## config.mk

```make
export PLATFORM = sky130hd
export DESIGN_NAME = sha256_stream_hasher_flat
export DESIGN_NICKNAME = d
export VERILOG_FILES = /design/src/rtl/shs_pkg.sv /design/src/rtl/shs_in_if.sv /design/src/rtl/shs_out_if.sv /design/src/rtl/shs_datapath.sv /design/src/rtl/shs_ctrl.sv /design/src/rtl/sha256_stream_hasher.sv /design/src/flat_wrapper.sv
export VERILOG_INCLUDE_DIRS = /design/src /design/src/rtl
export SDC_FILE = /design/constraint.sdc
export NUM_CORES = 2
export LEC_CHECK = 0
export ABC_AREA = 1
export BUFFER_PORTS_ARGS = -buffer_cell sky130_fd_sc_hd__buf_2
export CELL_PAD_IN_SITES_DETAIL_PLACEMENT = 1
export CELL_PAD_IN_SITES_GLOBAL_PLACEMENT = 1
export CORE_MARGIN = 5
export CORE_UTILIZATION = 30
export CTS_CLUSTER_DIAMETER = 120
export DETAILED_ROUTE_END_ITERATION = 8
export PLACE_DENSITY_LB_ADDON = 0.1
export SETUP_SLACK_MARGIN = 0.3
export SKIP_CTS_REPAIR_TIMING = 1
export SYNTH_ARGS = -nofsm -noshare
export SYNTH_HDL_FRONTEND = slang
export SYNTH_HIERARCHICAL = 1
export SYNTH_SLANG_ARGS = --single-unit
```

## constraint.sdc

```tcl
create_clock -name clk -period 22 [get_ports clk]
set_input_delay 4.4 -clock clk [delete_from_list [all_inputs] [get_ports clk]]
set_output_delay 4.4 -clock clk [all_outputs]
set_load 0.02 [all_outputs]
```

## src/rtl/assert_macros.svh

```systemverilog
// Assertion macros for the RTL file that carries checks.
// Both macros expect clk and rst_n in the scope where they are used.
`ifndef ASSERT_MACROS_SVH
`define ASSERT_MACROS_SVH
`ifndef ASSERT_OFF
`define ASSERT_CLK(lbl, prop) \
  lbl: assert property (@(posedge clk) disable iff (!rst_n) prop) \
    else $error("concurrent assertion failed");
`define ASSERT_NEVER(lbl, expr) \
  lbl: assert property (@(posedge clk) disable iff (!rst_n) !(expr)) \
    else $error("forbidden condition seen");
`else
`define ASSERT_CLK(lbl, prop)
`define ASSERT_NEVER(lbl, expr)
`endif
`endif

```

## src/rtl/shs_pkg.sv

```systemverilog
`default_nettype none

package shs_pkg;

  localparam int unsigned WORD_W   = 32;
  localparam int unsigned BYTE_W   = 8;
  localparam int unsigned FILL_W   = 6;
  localparam int unsigned ROUND_W  = 6;
  localparam int unsigned IDX_W    = 3;
  localparam int unsigned LEN_W    = 64;
  localparam int unsigned BLKCNT_W = LEN_W - FILL_W - 3;
  localparam int unsigned WIN_W    = 512;

  localparam logic [1:0] BSEL_IN   = 2'd0;
  localparam logic [1:0] BSEL_MARK = 2'd1;
  localparam logic [1:0] BSEL_ZERO = 2'd2;
  localparam logic [1:0] BSEL_LEN  = 2'd3;

  localparam logic [BYTE_W-1:0] PAD_MARK     = 8'h80;
  localparam logic [FILL_W-1:0] FILL_LEN_POS = 6'd56;
  localparam logic [FILL_W-1:0] FILL_LAST    = 6'd63;
  localparam logic [ROUND_W-1:0] ROUND_LAST  = 6'd63;
  localparam logic [IDX_W-1:0] IDX_LAST      = 3'd7;

  localparam logic [WORD_W-1:0] INIT_HASH [8] = '{
    32'h6a09e667, 32'hbb67ae85, 32'h3c6ef372, 32'ha54ff53a,
    32'h510e527f, 32'h9b05688c, 32'h1f83d9ab, 32'h5be0cd19
  };

  typedef struct packed {
    logic                shift;
    logic [1:0]          byte_sel;
    logic                len_snap;
    logic                cload;
    logic                round;
    logic [ROUND_W-1:0]  round_idx;
    logic                cadd;
    logic                emit_load;
    logic [IDX_W-1:0]    emit_idx;
    logic                init;
  } shs_cmd_t;

  typedef struct packed {
    logic [FILL_W-1:0] fill;
    logic              out_free;
  } shs_sts_t;

  function automatic logic [WORD_W-1:0] round_const(input logic [ROUND_W-1:0] idx);
    logic [WORD_W-1:0] k;
    unique case (idx)
      6'd0:  k = 32'h428a2f98;  6'd1:  k = 32'h71374491;
      6'd2:  k = 32'hb5c0fbcf;  6'd3:  k = 32'he9b5dba5;
      6'd4:  k = 32'h3956c25b;  6'd5:  k = 32'h59f111f1;
      6'd6:  k = 32'h923f82a4;  6'd7:  k = 32'hab1c5ed5;
      6'd8:  k = 32'hd807aa98;  6'd9:  k = 32'h12835b01;
      6'd10: k = 32'h243185be;  6'd11: k = 32'h550c7dc3;
      6'd12: k = 32'h72be5d74;  6'd13: k = 32'h80deb1fe;
      6'd14: k = 32'h9bdc06a7;  6'd15: k = 32'hc19bf174;
      6'd16: k = 32'he49b69c1;  6'd17: k = 32'hefbe4786;
      6'd18: k = 32'h0fc19dc6;  6'd19: k = 32'h240ca1cc;
      6'd20: k = 32'h2de92c6f;  6'd21: k = 32'h4a7484aa;
      6'd22: k = 32'h5cb0a9dc;  6'd23: k = 32'h76f988da;
      6'd24: k = 32'h983e5152;  6'd25: k = 32'ha831c66d;
      6'd26: k = 32'hb00327c8;  6'd27: k = 32'hbf597fc7;
      6'd28: k = 32'hc6e00bf3;  6'd29: k = 32'hd5a79147;
      6'd30: k = 32'h06ca6351;  6'd31: k = 32'h14292967;
      6'd32: k = 32'h27b70a85;  6'd33: k = 32'h2e1b2138;
      6'd34: k = 32'h4d2c6dfc;  6'd35: k = 32'h53380d13;
      6'd36: k = 32'h650a7354;  6'd37: k = 32'h766a0abb;
      6'd38: k = 32'h81c2c92e;  6'd39: k = 32'h92722c85;
      6'd40: k = 32'ha2bfe8a1;  6'd41: k = 32'ha81a664b;
      6'd42: k = 32'hc24b8b70;  6'd43: k = 32'hc76c51a3;
      6'd44: k = 32'hd192e819;  6'd45: k = 32'hd6990624;
      6'd46: k = 32'hf40e3585;  6'd47: k = 32'h106aa070;
      6'd48: k = 32'h19a4c116;  6'd49: k = 32'h1e376c08;
      6'd50: k = 32'h2748774c;  6'd51: k = 32'h34b0bcb5;
      6'd52: k = 32'h391c0cb3;  6'd53: k = 32'h4ed8aa4a;
      6'd54: k = 32'h5b9cca4f;  6'd55: k = 32'h682e6ff3;
      6'd56: k = 32'h748f82ee;  6'd57: k = 32'h78a5636f;
      6'd58: k = 32'h84c87814;  6'd59: k = 32'h8cc70208;
      6'd60: k = 32'h90befffa;  6'd61: k = 32'ha4506ceb;
      6'd62: k = 32'hbef9a3f7;  6'd63: k = 32'hc67178f2;
    endcase
    return k;
  endfunction

endpackage

`default_nettype wire

```

## src/rtl/shs_in_if.sv

```systemverilog
`default_nettype none

interface shs_in_if;
  logic       valid;
  logic       ready;
  logic [7:0] data_byte;
  logic       byte_valid;
  logic       end_of_message;

  modport source(output valid, output data_byte, output byte_valid,
                 output end_of_message, input ready);
  modport sink(input valid, input data_byte, input byte_valid,
               input end_of_message, output ready);
endinterface

`default_nettype wire

```

## src/rtl/shs_out_if.sv

```systemverilog
`default_nettype none

interface shs_out_if;
  logic        valid;
  logic        ready;
  logic [31:0] digest_word;
  logic [2:0]  word_index;
  logic        last_word;

  modport source(output valid, output digest_word, output word_index,
                 output last_word, input ready);
  modport sink(input valid, input digest_word, input word_index,
               input last_word, output ready);
endinterface

`default_nettype wire

```

## src/rtl/shs_datapath.sv

```systemverilog
`default_nettype none

module shs_datapath (
  input  wire logic             clk,
  input  wire logic             rst_n,
  input  wire logic [7:0]       in_data_byte,
  input  wire shs_pkg::shs_cmd_t cmd,
  output shs_pkg::shs_sts_t     sts,
  input  wire logic             out_ready,
  output logic                  out_valid,
  output logic [31:0]           out_digest_word,
  output logic [2:0]            out_word_index,
  output logic                  out_last_word
);
  import shs_pkg::*;

  function automatic logic [WORD_W-1:0] big_s0(input logic [WORD_W-1:0] x);
    return {x[1:0], x[31:2]} ^ {x[12:0], x[31:13]} ^ {x[21:0], x[31:22]};
  endfunction

  function automatic logic [WORD_W-1:0] big_s1(input logic [WORD_W-1:0] x);
    return {x[5:0], x[31:6]} ^ {x[10:0], x[31:11]} ^ {x[24:0], x[31:25]};
  endfunction

  function automatic logic [WORD_W-1:0] small_s0(input logic [WORD_W-1:0] x);
    return {x[6:0], x[31:7]} ^ {x[17:0], x[31:18]} ^ {3'b000, x[31:3]};
  endfunction

  function automatic logic [WORD_W-1:0] small_s1(input logic [WORD_W-1:0] x);
    return {x[16:0], x[31:17]} ^ {x[18:0], x[31:19]} ^ {10'b0, x[31:10]};
  endfunction

  // The window holds the message block as bytes while it fills; during the rounds
  // word 0 at the top is the current schedule word and new words enter at the bottom.
  logic [WIN_W-1:0]    win_r;
  logic [WORD_W-1:0]   chain_r [8];
  logic [WORD_W-1:0]   v_r     [8];
  logic [FILL_W-1:0]   fill_r;
  logic [BLKCNT_W-1:0] blk_cnt_r;
  logic [LEN_W-1:0]    len_r;
  logic                out_valid_r;
  logic [WORD_W-1:0]   out_word_r;
  logic [IDX_W-1:0]    out_idx_r;
  logic                out_last_r;

  logic [BYTE_W-1:0] byte_src;
  logic [WORD_W-1:0] w0, w1, w9, w14, w_next;
  logic [WORD_W-1:0] t1, t2, ch, maj;

  assign w0  = win_r[WIN_W-1 -: WORD_W];
  assign w1  = win_r[WIN_W-1-WORD_W -: WORD_W];
  assign w9  = win_r[WIN_W-1-9*WORD_W -: WORD_W];
  assign w14 = win_r[WIN_W-1-14*WORD_W -: WORD_W];
  assign w_next = small_s1(w14) + w9 + small_s0(w1) + w0;

  assign ch  = (v_r[4] & v_r[5]) ^ (~v_r[4] & v_r[6]);
  assign maj = (v_r[0] & v_r[1]) ^ (v_r[0] & v_r[2]) ^ (v_r[1] & v_r[2]);
  assign t1  = v_r[7] + big_s1(v_r[4]) + ch + round_const(cmd.round_idx) + w0;
  assign t2  = big_s0(v_r[0]) + maj;

  always_comb begin
    unique case (cmd.byte_sel)
      BSEL_IN:   byte_src = in_data_byte;
      BSEL_MARK: byte_src = PAD_MARK;
      BSEL_ZERO: byte_src = '0;
      BSEL_LEN:  byte_src = len_r[LEN_W-1 -: BYTE_W];
      default:   byte_src = '0;
    endcase
  end

  always_ff @(posedge clk) begin
    if (cmd.shift) begin
      win_r <= {win_r[WIN_W-BYTE_W-1:0], byte_src};
    end else if (cmd.round) begin
      win_r <= {win_r[WIN_W-WORD_W-1:0], w_next};
    end
    if (cmd.cload) begin
      v_r <= chain_r;
    end else if (cmd.round) begin
      v_r[7] <= v_r[6];
      v_r[6] <= v_r[5];
      v_r[5] <= v_r[4];
      v_r[4] <= v_r[3] + t1;
      v_r[3] <= v_r[2];
      v_r[2] <= v_r[1];
      v_r[1] <= v_r[0];
      v_r[0] <= t1 + t2;
    end
    if (cmd.len_snap) begin
      len_r <= {blk_cnt_r, fill_r, 3'b000};
    end else if (cmd.shift && cmd.byte_sel == BSEL_LEN) begin
      len_r <= {len_r[LEN_W-BYTE_W-1:0], {BYTE_W{1'b0}}};
    end
    if (cmd.emit_load) begin
      out_word_r <= chain_r[cmd.emit_idx];
      out_idx_r  <= cmd.emit_idx;
      out_last_r <= (cmd.emit_idx == IDX_LAST);
    end
  end

  always_ff @(posedge clk) begin
    if (!rst_n) begin
      chain_r     <= INIT_HASH;
      fill_r      <= '0;
      blk_cnt_r   <= '0;
      out_valid_r <= 1'b0;
    end else begin
      if (cmd.shift) begin
        fill_r <= fill_r + 1'b1;
      end
      if (cmd.init) begin
        chain_r   <= INIT_HASH;
        blk_cnt_r <= '0;
      end else if (cmd.cadd) begin
        for (int i = 0; i < 8; i++) begin
          chain_r[i] <= chain_r[i] + v_r[i];
        end
        blk_cnt_r <= blk_cnt_r + 1'b1;
      end
      if (cmd.emit_load) begin
        out_valid_r <= 1'b1;
      end else if (out_ready) begin
        out_valid_r <= 1'b0;
      end
    end
  end

  assign sts.fill     = fill_r;
  assign sts.out_free = !out_valid_r || out_ready;

  assign out_valid       = out_valid_r;
  assign out_digest_word = out_word_r;
  assign out_word_index  = out_idx_r;
  assign out_last_word   = out_last_r;

endmodule

`default_nettype wire

```

## src/rtl/shs_ctrl.sv

```systemverilog
`default_nettype none

module shs_ctrl (
  input  wire logic              clk,
  input  wire logic              rst_n,
  input  wire logic              in_valid,
  input  wire logic              in_byte_valid,
  input  wire logic              in_end,
  output logic                   in_ready,
  input  wire shs_pkg::shs_sts_t sts,
  output shs_pkg::shs_cmd_t      cmd
);
  import shs_pkg::*;

  localparam logic [2:0] S_IDLE  = 3'd0;
  localparam logic [2:0] S_CLOAD = 3'd1;
  localparam logic [2:0] S_ROUND = 3'd2;
  localparam logic [2:0] S_CADD  = 3'd3;
  localparam logic [2:0] S_MARK  = 3'd4;
  localparam logic [2:0] S_ZERO  = 3'd5;
  localparam logic [2:0] S_LENB  = 3'd6;
  localparam logic [2:0] S_EMIT  = 3'd7;

  logic [2:0]         state_r, state_nxt;
  logic [2:0]         ret_r, ret_nxt;
  logic [ROUND_W-1:0] round_r, round_nxt;
  logic [IDX_W-1:0]   emit_idx_r, emit_idx_nxt;
  logic               block_full;

  assign block_full = (sts.fill == FILL_LAST);
  assign in_ready   = (state_r == S_IDLE);

  always_comb begin
    state_nxt    = state_r;
    ret_nxt      = ret_r;
    round_nxt    = round_r;
    emit_idx_nxt = emit_idx_r;
    cmd          = '0;
    cmd.round_idx = round_r;
    cmd.emit_idx  = emit_idx_r;
    unique case (state_r)
      S_IDLE: begin
        if (in_valid) begin
          if (in_byte_valid) begin
            cmd.shift    = 1'b1;
            cmd.byte_sel = BSEL_IN;
          end
          if (in_byte_valid && block_full) begin
            ret_nxt   = in_end ? S_MARK : S_IDLE;
            state_nxt = S_CLOAD;
          end else if (in_end) begin
            state_nxt = S_MARK;
          end
        end
      end
      S_MARK: begin
        cmd.shift    = 1'b1;
        cmd.byte_sel = BSEL_MARK;
        cmd.len_snap = 1'b1;
        if (block_full) begin
          ret_nxt   = S_ZERO;
          state_nxt = S_CLOAD;
        end else begin
          state_nxt = S_ZERO;
        end
      end
      S_ZERO: begin
        if (sts.fill == FILL_LEN_POS) begin
          state_nxt = S_LENB;
        end else begin
          cmd.shift    = 1'b1;
          cmd.byte_sel = BSEL_ZERO;
          if (block_full) begin
            ret_nxt   = S_ZERO;
            state_nxt = S_CLOAD;
          end
        end
      end
      S_LENB: begin
        cmd.shift    = 1'b1;
        cmd.byte_sel = BSEL_LEN;
        if (block_full) begin
          ret_nxt   = S_EMIT;
          state_nxt = S_CLOAD;
        end
      end
      S_CLOAD: begin
        cmd.cload = 1'b1;
        round_nxt = '0;
        state_nxt = S_ROUND;
      end
      S_ROUND: begin
        cmd.round = 1'b1;
        round_nxt = round_r + 1'b1;
        if (round_r == ROUND_LAST) begin
          state_nxt = S_CADD;
        end
      end
      S_CADD: begin
        cmd.cadd  = 1'b1;
        state_nxt = ret_r;
      end
      S_EMIT: begin
        if (sts.out_free) begin
          cmd.emit_load = 1'b1;
          emit_idx_nxt  = emit_idx_r + 1'b1;
          if (emit_idx_r == IDX_LAST) begin
            cmd.init  = 1'b1;
            state_nxt = S_IDLE;
          end
        end
      end
      default: state_nxt = S_IDLE;
    endcase
  end

  always_ff @(posedge clk) begin
    if (!rst_n) begin
      state_r    <= S_IDLE;
      ret_r      <= S_IDLE;
      round_r    <= '0;
      emit_idx_r <= '0;
    end else begin
      state_r    <= state_nxt;
      ret_r      <= ret_nxt;
      round_r    <= round_nxt;
      emit_idx_r <= emit_idx_nxt;
    end
  end

endmodule

`default_nettype wire

```

## src/rtl/sha256_stream_hasher.sv

```systemverilog
// Streaming SHA-256: one byte per transfer, digest as eight 32-bit words.
// A full 64-byte block holds off input during the 64 rounds of the single round
// unit plus load and chain update.
// End of message: padding, one or two compressions, then 8 words.
// Reset (rst_n low, synchronous) returns control and chaining to initial values.
`default_nettype none
`include "assert_macros.svh"

module sha256_stream_hasher (
  input wire logic clk,
  input wire logic rst_n,
  shs_in_if.sink   in_chan,
  shs_out_if.source out_chan
);
  import shs_pkg::*;

  shs_cmd_t cmd;
  shs_sts_t sts;

  logic             out_mid_xfer;
  logic             len_shift;
  logic [IDX_W-1:0] step_idx;

  shs_ctrl u_ctrl (
    .clk           (clk),
    .rst_n         (rst_n),
    .in_valid      (in_chan.valid),
    .in_byte_valid (in_chan.byte_valid),
    .in_end        (in_chan.end_of_message),
    .in_ready      (in_chan.ready),
    .sts           (sts),
    .cmd           (cmd)
  );

  shs_datapath u_datapath (
    .clk             (clk),
    .rst_n           (rst_n),
    .in_data_byte    (in_chan.data_byte),
    .cmd             (cmd),
    .sts             (sts),
    .out_ready       (out_chan.ready),
    .out_valid       (out_chan.valid),
    .out_digest_word (out_chan.digest_word),
    .out_word_index  (out_chan.word_index),
    .out_last_word   (out_chan.last_word)
  );

  assign out_mid_xfer = out_chan.valid && out_chan.ready && !out_chan.last_word;
  assign len_shift    = cmd.shift && (cmd.byte_sel == BSEL_LEN);
  assign step_idx     = out_chan.word_index + 3'd1;

  `ASSERT_NEVER(a_no_accept_while_emit, in_chan.ready && cmd.emit_load)
  `ASSERT_CLK(a_len_aligned, len_shift |-> (sts.fill >= FILL_LEN_POS))
  `ASSERT_CLK(a_words_in_order, out_mid_xfer |=> out_chan.valid && out_chan.word_index == $past(step_idx))

endmodule

`default_nettype wire

```

## src/flat_wrapper.sv

```systemverilog
// flat-port wrapper written by rule: the top's interface ports become plain ports
module sha256_stream_hasher_flat import shs_pkg::*;
  (clk, rst_n, in_chan_valid, in_chan_data_byte, in_chan_byte_valid, in_chan_end_of_message, in_chan_ready, out_chan_valid, out_chan_digest_word, out_chan_word_index, out_chan_last_word, out_chan_ready);
  shs_in_if in_chan_i ();
  shs_out_if out_chan_i ();
  input wire logic clk;
  input wire logic rst_n;
  input wire logic [$bits(in_chan_i.valid)-1:0] in_chan_valid;
  input wire logic [$bits(in_chan_i.data_byte)-1:0] in_chan_data_byte;
  input wire logic [$bits(in_chan_i.byte_valid)-1:0] in_chan_byte_valid;
  input wire logic [$bits(in_chan_i.end_of_message)-1:0] in_chan_end_of_message;
  output wire logic [$bits(in_chan_i.ready)-1:0] in_chan_ready;
  output wire logic [$bits(out_chan_i.valid)-1:0] out_chan_valid;
  output wire logic [$bits(out_chan_i.digest_word)-1:0] out_chan_digest_word;
  output wire logic [$bits(out_chan_i.word_index)-1:0] out_chan_word_index;
  output wire logic [$bits(out_chan_i.last_word)-1:0] out_chan_last_word;
  input wire logic [$bits(out_chan_i.ready)-1:0] out_chan_ready;
  assign in_chan_i.valid = in_chan_valid;
  assign in_chan_i.data_byte = in_chan_data_byte;
  assign in_chan_i.byte_valid = in_chan_byte_valid;
  assign in_chan_i.end_of_message = in_chan_end_of_message;
  assign in_chan_ready = in_chan_i.ready;
  assign out_chan_valid = out_chan_i.valid;
  assign out_chan_digest_word = out_chan_i.digest_word;
  assign out_chan_word_index = out_chan_i.word_index;
  assign out_chan_last_word = out_chan_i.last_word;
  assign out_chan_i.ready = out_chan_ready;
  sha256_stream_hasher u_core (.clk(clk), .rst_n(rst_n), .in_chan(in_chan_i), .out_chan(out_chan_i));
endmodule
```

==> flow_summary_export.csv <==
group,metric,value,unit
synthesis,synth_cells,10900,
cts,root_buffer,"clkbuf_16",
cts,clock-sinks,1198,
synthesis,async_flop_share,0,%
timing,fin_skew,0.0602,ns
critical_path,reg2reg_slack,14.23,ns
hold_path,hold_path_end,"u_core/u_ctrl/ret_r[1]$_SDFFE_PN0P_",
final_layout,synthToLayoutAreaGrowth,11.0,%
synthesis,syn_area,83400,sq um
global_routing,grt_use_met1,35.7,%
critical_path,reg2reg_from,"u_core/u_ctrl/round_r[2]$_SDFFE_PN0P_",
routing,drtPass1Iterations,5,
placed_design,place_hpwl,294000,um
timing,finalHoldViolations,0,
critical_path,cp-start-kind,"register",
cts,cts_tree,"yes",
timing,setup_viol,0,
cts,clock_latency,0.87,ns
global_routing,grt-busiest-layer,"met2",
critical_path,cpMostUsedCell,"nand2_1",
routing,ant_nets,0,
critical_path,critPathRequiredTime,22.55,ns
hold_path,min_path_cells,2,
placed_design,io_buffers,51,
timing,rsz0062_at_grt,"false",
floorplanning,start_util,30.1,%
placed_design,gp_congestion,0.924,
synthesis,synth.net_count,11500,
routing,wl_per_cell,25.9,um
cts,clk_path_buf_depth,4,
timing,relSlewSlack,-4.26,%
critical_path,crit_path_max_incr_delay,0.75,ns
critical_path,cp_max_fo,34,
timing,drv_slew,2,
timing,tns,0,ns
floorplanning,fp.coreArea,277000,sq um
critical_path,reg2reg_depth,36,
routing,vias_per_cell,5.18,
status,violations,"capacitance limit, slew limit",
global_routing,antenna_found_initial,16,
hold_path,worstHoldStart,"u_core/u_ctrl/ret_r[1]$_SDFFE_PN0P_",
synthesis,synth_cell_types,80,
timing,fmax,129,MHz
critical_path,crit_start,"u_core/u_ctrl/round_r[2]$_SDFFE_PN0P_",
timing,period_minus_slack,7.77,ns
floorplanning,rows,193,
routing,initialDrtViolationCount,5739,
synthesis,yosys_register_bits,1198,
final_layout,nFillCells,33600,
synthesis,synth_warnings,6,
global_routing,track_usage,25.4,%
global_routing,use_met2,40.8,%
floorplanning,die_h,537,um
global_routing,grt_max_degree,226,
floorplanning,die_area,289000,sq um
timing,worst_pin_slew,1.55,ns
cts,cts_max_level,4,
synthesis,ys_seq_area_share,39.1,%
critical_path,endpoint_kind,"register",
critical_path,cpMaxStageDelayCell,"nor2_1",
global_routing,grt_pass1_wl,545000,um
cts,clk_pin_slew,0.06,ns
critical_path,r2r_end,"u_core/u_datapath/v_r[247]$_DFFE_PP_",
final_layout,nNetsFinal,11400,
global_routing,met3_usage,2.86,%
global_routing,grt_pass1_vias,77000,
routing,via_count,75600,
synthesis,syn_area_per_cell,7.67,sq um
run,drv_cap,1,
critical_path,cp_data_arrival_time,8.32,ns
status,outcome,"complete, but fails checks",
routing,routed_wl,378000,um
global_routing,grt_overflow,0,
final_layout,multi_input_area,43500,sq um
floorplanning,die_x,537,um
floorplanning,ioPinCount,52,
synthesis,synth-main-ff-cell,"edfxtp_1",
critical_path,critPathKind,"reg -> reg",
final_layout,seq_area,32700,sq um
routing,drc,0,
timing,period_share,35.3,%
cts,cts_buffers,158,
final_layout,drive_above_1_share,5.14,%
hold_path,hold_class,"reg -> reg",
synthesis,synth-edff-count,865,
[cell usage after synthesis, types with 40 or more instances]
cell type     n  area [sq um]
o21ai_1      44           220
xnor2_1     167          1460
fa_1        195          3900
dfxtp_1     333          6670
nor2_1      624          2340
inv_1      1493          5600
nand3_1     438          2190
a21oi_1     846          4230
or2_2        64           400
o21ai_0    1154          5780
nor4_1       40           250
ha_1        395          4940
edfxtp_1    865         26000
clkbuf_1    338          1270
a21o_1       41           308
nand2_1    2840         10700
xor2_1      203          1780
a31oi_1      62           388
o211ai_1     73           548
nor3_1      113           566
o21bai_1     52           390
nand4_1      86           538
[layout make-up]
type / count / share of cell area [%]
multi-input cells: 7741 / 47.0
flip-flops and latches: 1198 / 35.3
inverters: 1531 / 6.26
well taps: 3705 / 5.01
clock buffers: 217 / 4.71
repair buffers: 129 / 0.990
clock inverters: 66 / 0.703
diodes: 11 / 0.0297
[worst max-delay path by stage]
| stage | depth (start not counted) | end |
|---|---|---|
| 2_1_floorplan | 8 | u_core/u_datapath/win_r[0]$_DFFE_PP_ |
| 3_3_place_gp | 7 | u_core/u_datapath/win_r[254]$_DFFE_PP_ |
| 3_5_place_dp | 7 | u_core/u_datapath/win_r[222]$_DFFE_PP_ |
| 4_1_cts | 36 | u_core/u_datapath/v_r[255]$_DFFE_PP_ |
| 5_1_grt | 35 | u_core/u_datapath/v_r[247]$_DFFE_PP_ |
| 6_report | 36 | u_core/u_datapath/v_r[247]$_DFFE_PP_ |
[per-stage QoR]
step	instances	util [%]	hold WS, ns	worst slack (ns)	instance area, sq um
final	14600	33.4	0.479	14.23	92500
after global routing	14600	33.4	0.503	13.70	92500
after CTS	14600	33.4	0.490	14.26	92500
after detailed placement	14300	31.6	0.481	13.56	87500
after global placement	14300	31.6	0.452	13.62	87500
after floorplan	10900	-	0.441	4.50	83400
[state kept, by name (all words and copies together) (netlist names), 6 cells and up]
name	count
u_core/u_datapath/v_r	256
u_core/u_ctrl/round_r	6
u_core/u_datapath/out_digest_word	32
u_core/u_datapath/chain_r	256
u_core/u_datapath/win_r	512
u_core/u_datapath/len_r	61
u_core/u_datapath/blk_cnt_r	55
u_core/u_datapath/fill_r	6
[logic make-up after synthesis]
kind of cell | Yosys count | share of synthesized area [%]
fa+ha+maj | 591 | 10.6
flops | 1198 | 39.1
buf+inv | 1928 | 8.75
compound gates | 2477 | 16.3
xor+xnor | 372 | 3.92
simple gates | 4301 | 21.3
[critical path: cells and delay by family (launching register included)]
family,cells,cell delay [ns]
DFF,1,0.30
adders and majority gates,5,1.88
and+or+nand+nor,16,2.91
buffers and inverters,8,1.22
xor gates and xnor gates,1,0.33
AOI/OAI and AO/OA,6,0.82
[layer usage]
layer	routed length, um	up-vias	share of wire (%)
met4	14800	8	3.9
met2	169000	1710	45
met1	176000	37700	47
met3	17700	477	4.7
li1	-	35800	-
met5	46	-	0.012
[cell usage in the layout, fill, tap and decap left out, drive strengths merged, types with 62 or more instances in the layout]
| master | count |
|---|---|
| a21oi | 851 |
| a31oi | 62 |
| buf | 129 |
| clkbuf | 217 |
| dfxtp | 333 |
| edfxtp | 865 |
| fa | 195 |
| ha | 395 |
| inv | 1532 |
| nand2 | 2856 |
| nand3 | 445 |
| nand4 | 87 |
| nor2 | 644 |
| nor3 | 127 |
| o211ai | 76 |
| o21ai | 1211 |
| or2 | 74 |
| xnor2 | 168 |
| xor2 | 204 |
Power is left out: the tool's default activity adds up to more than one toggle a clock period on the data nets, which glitch-free logic cannot reach.
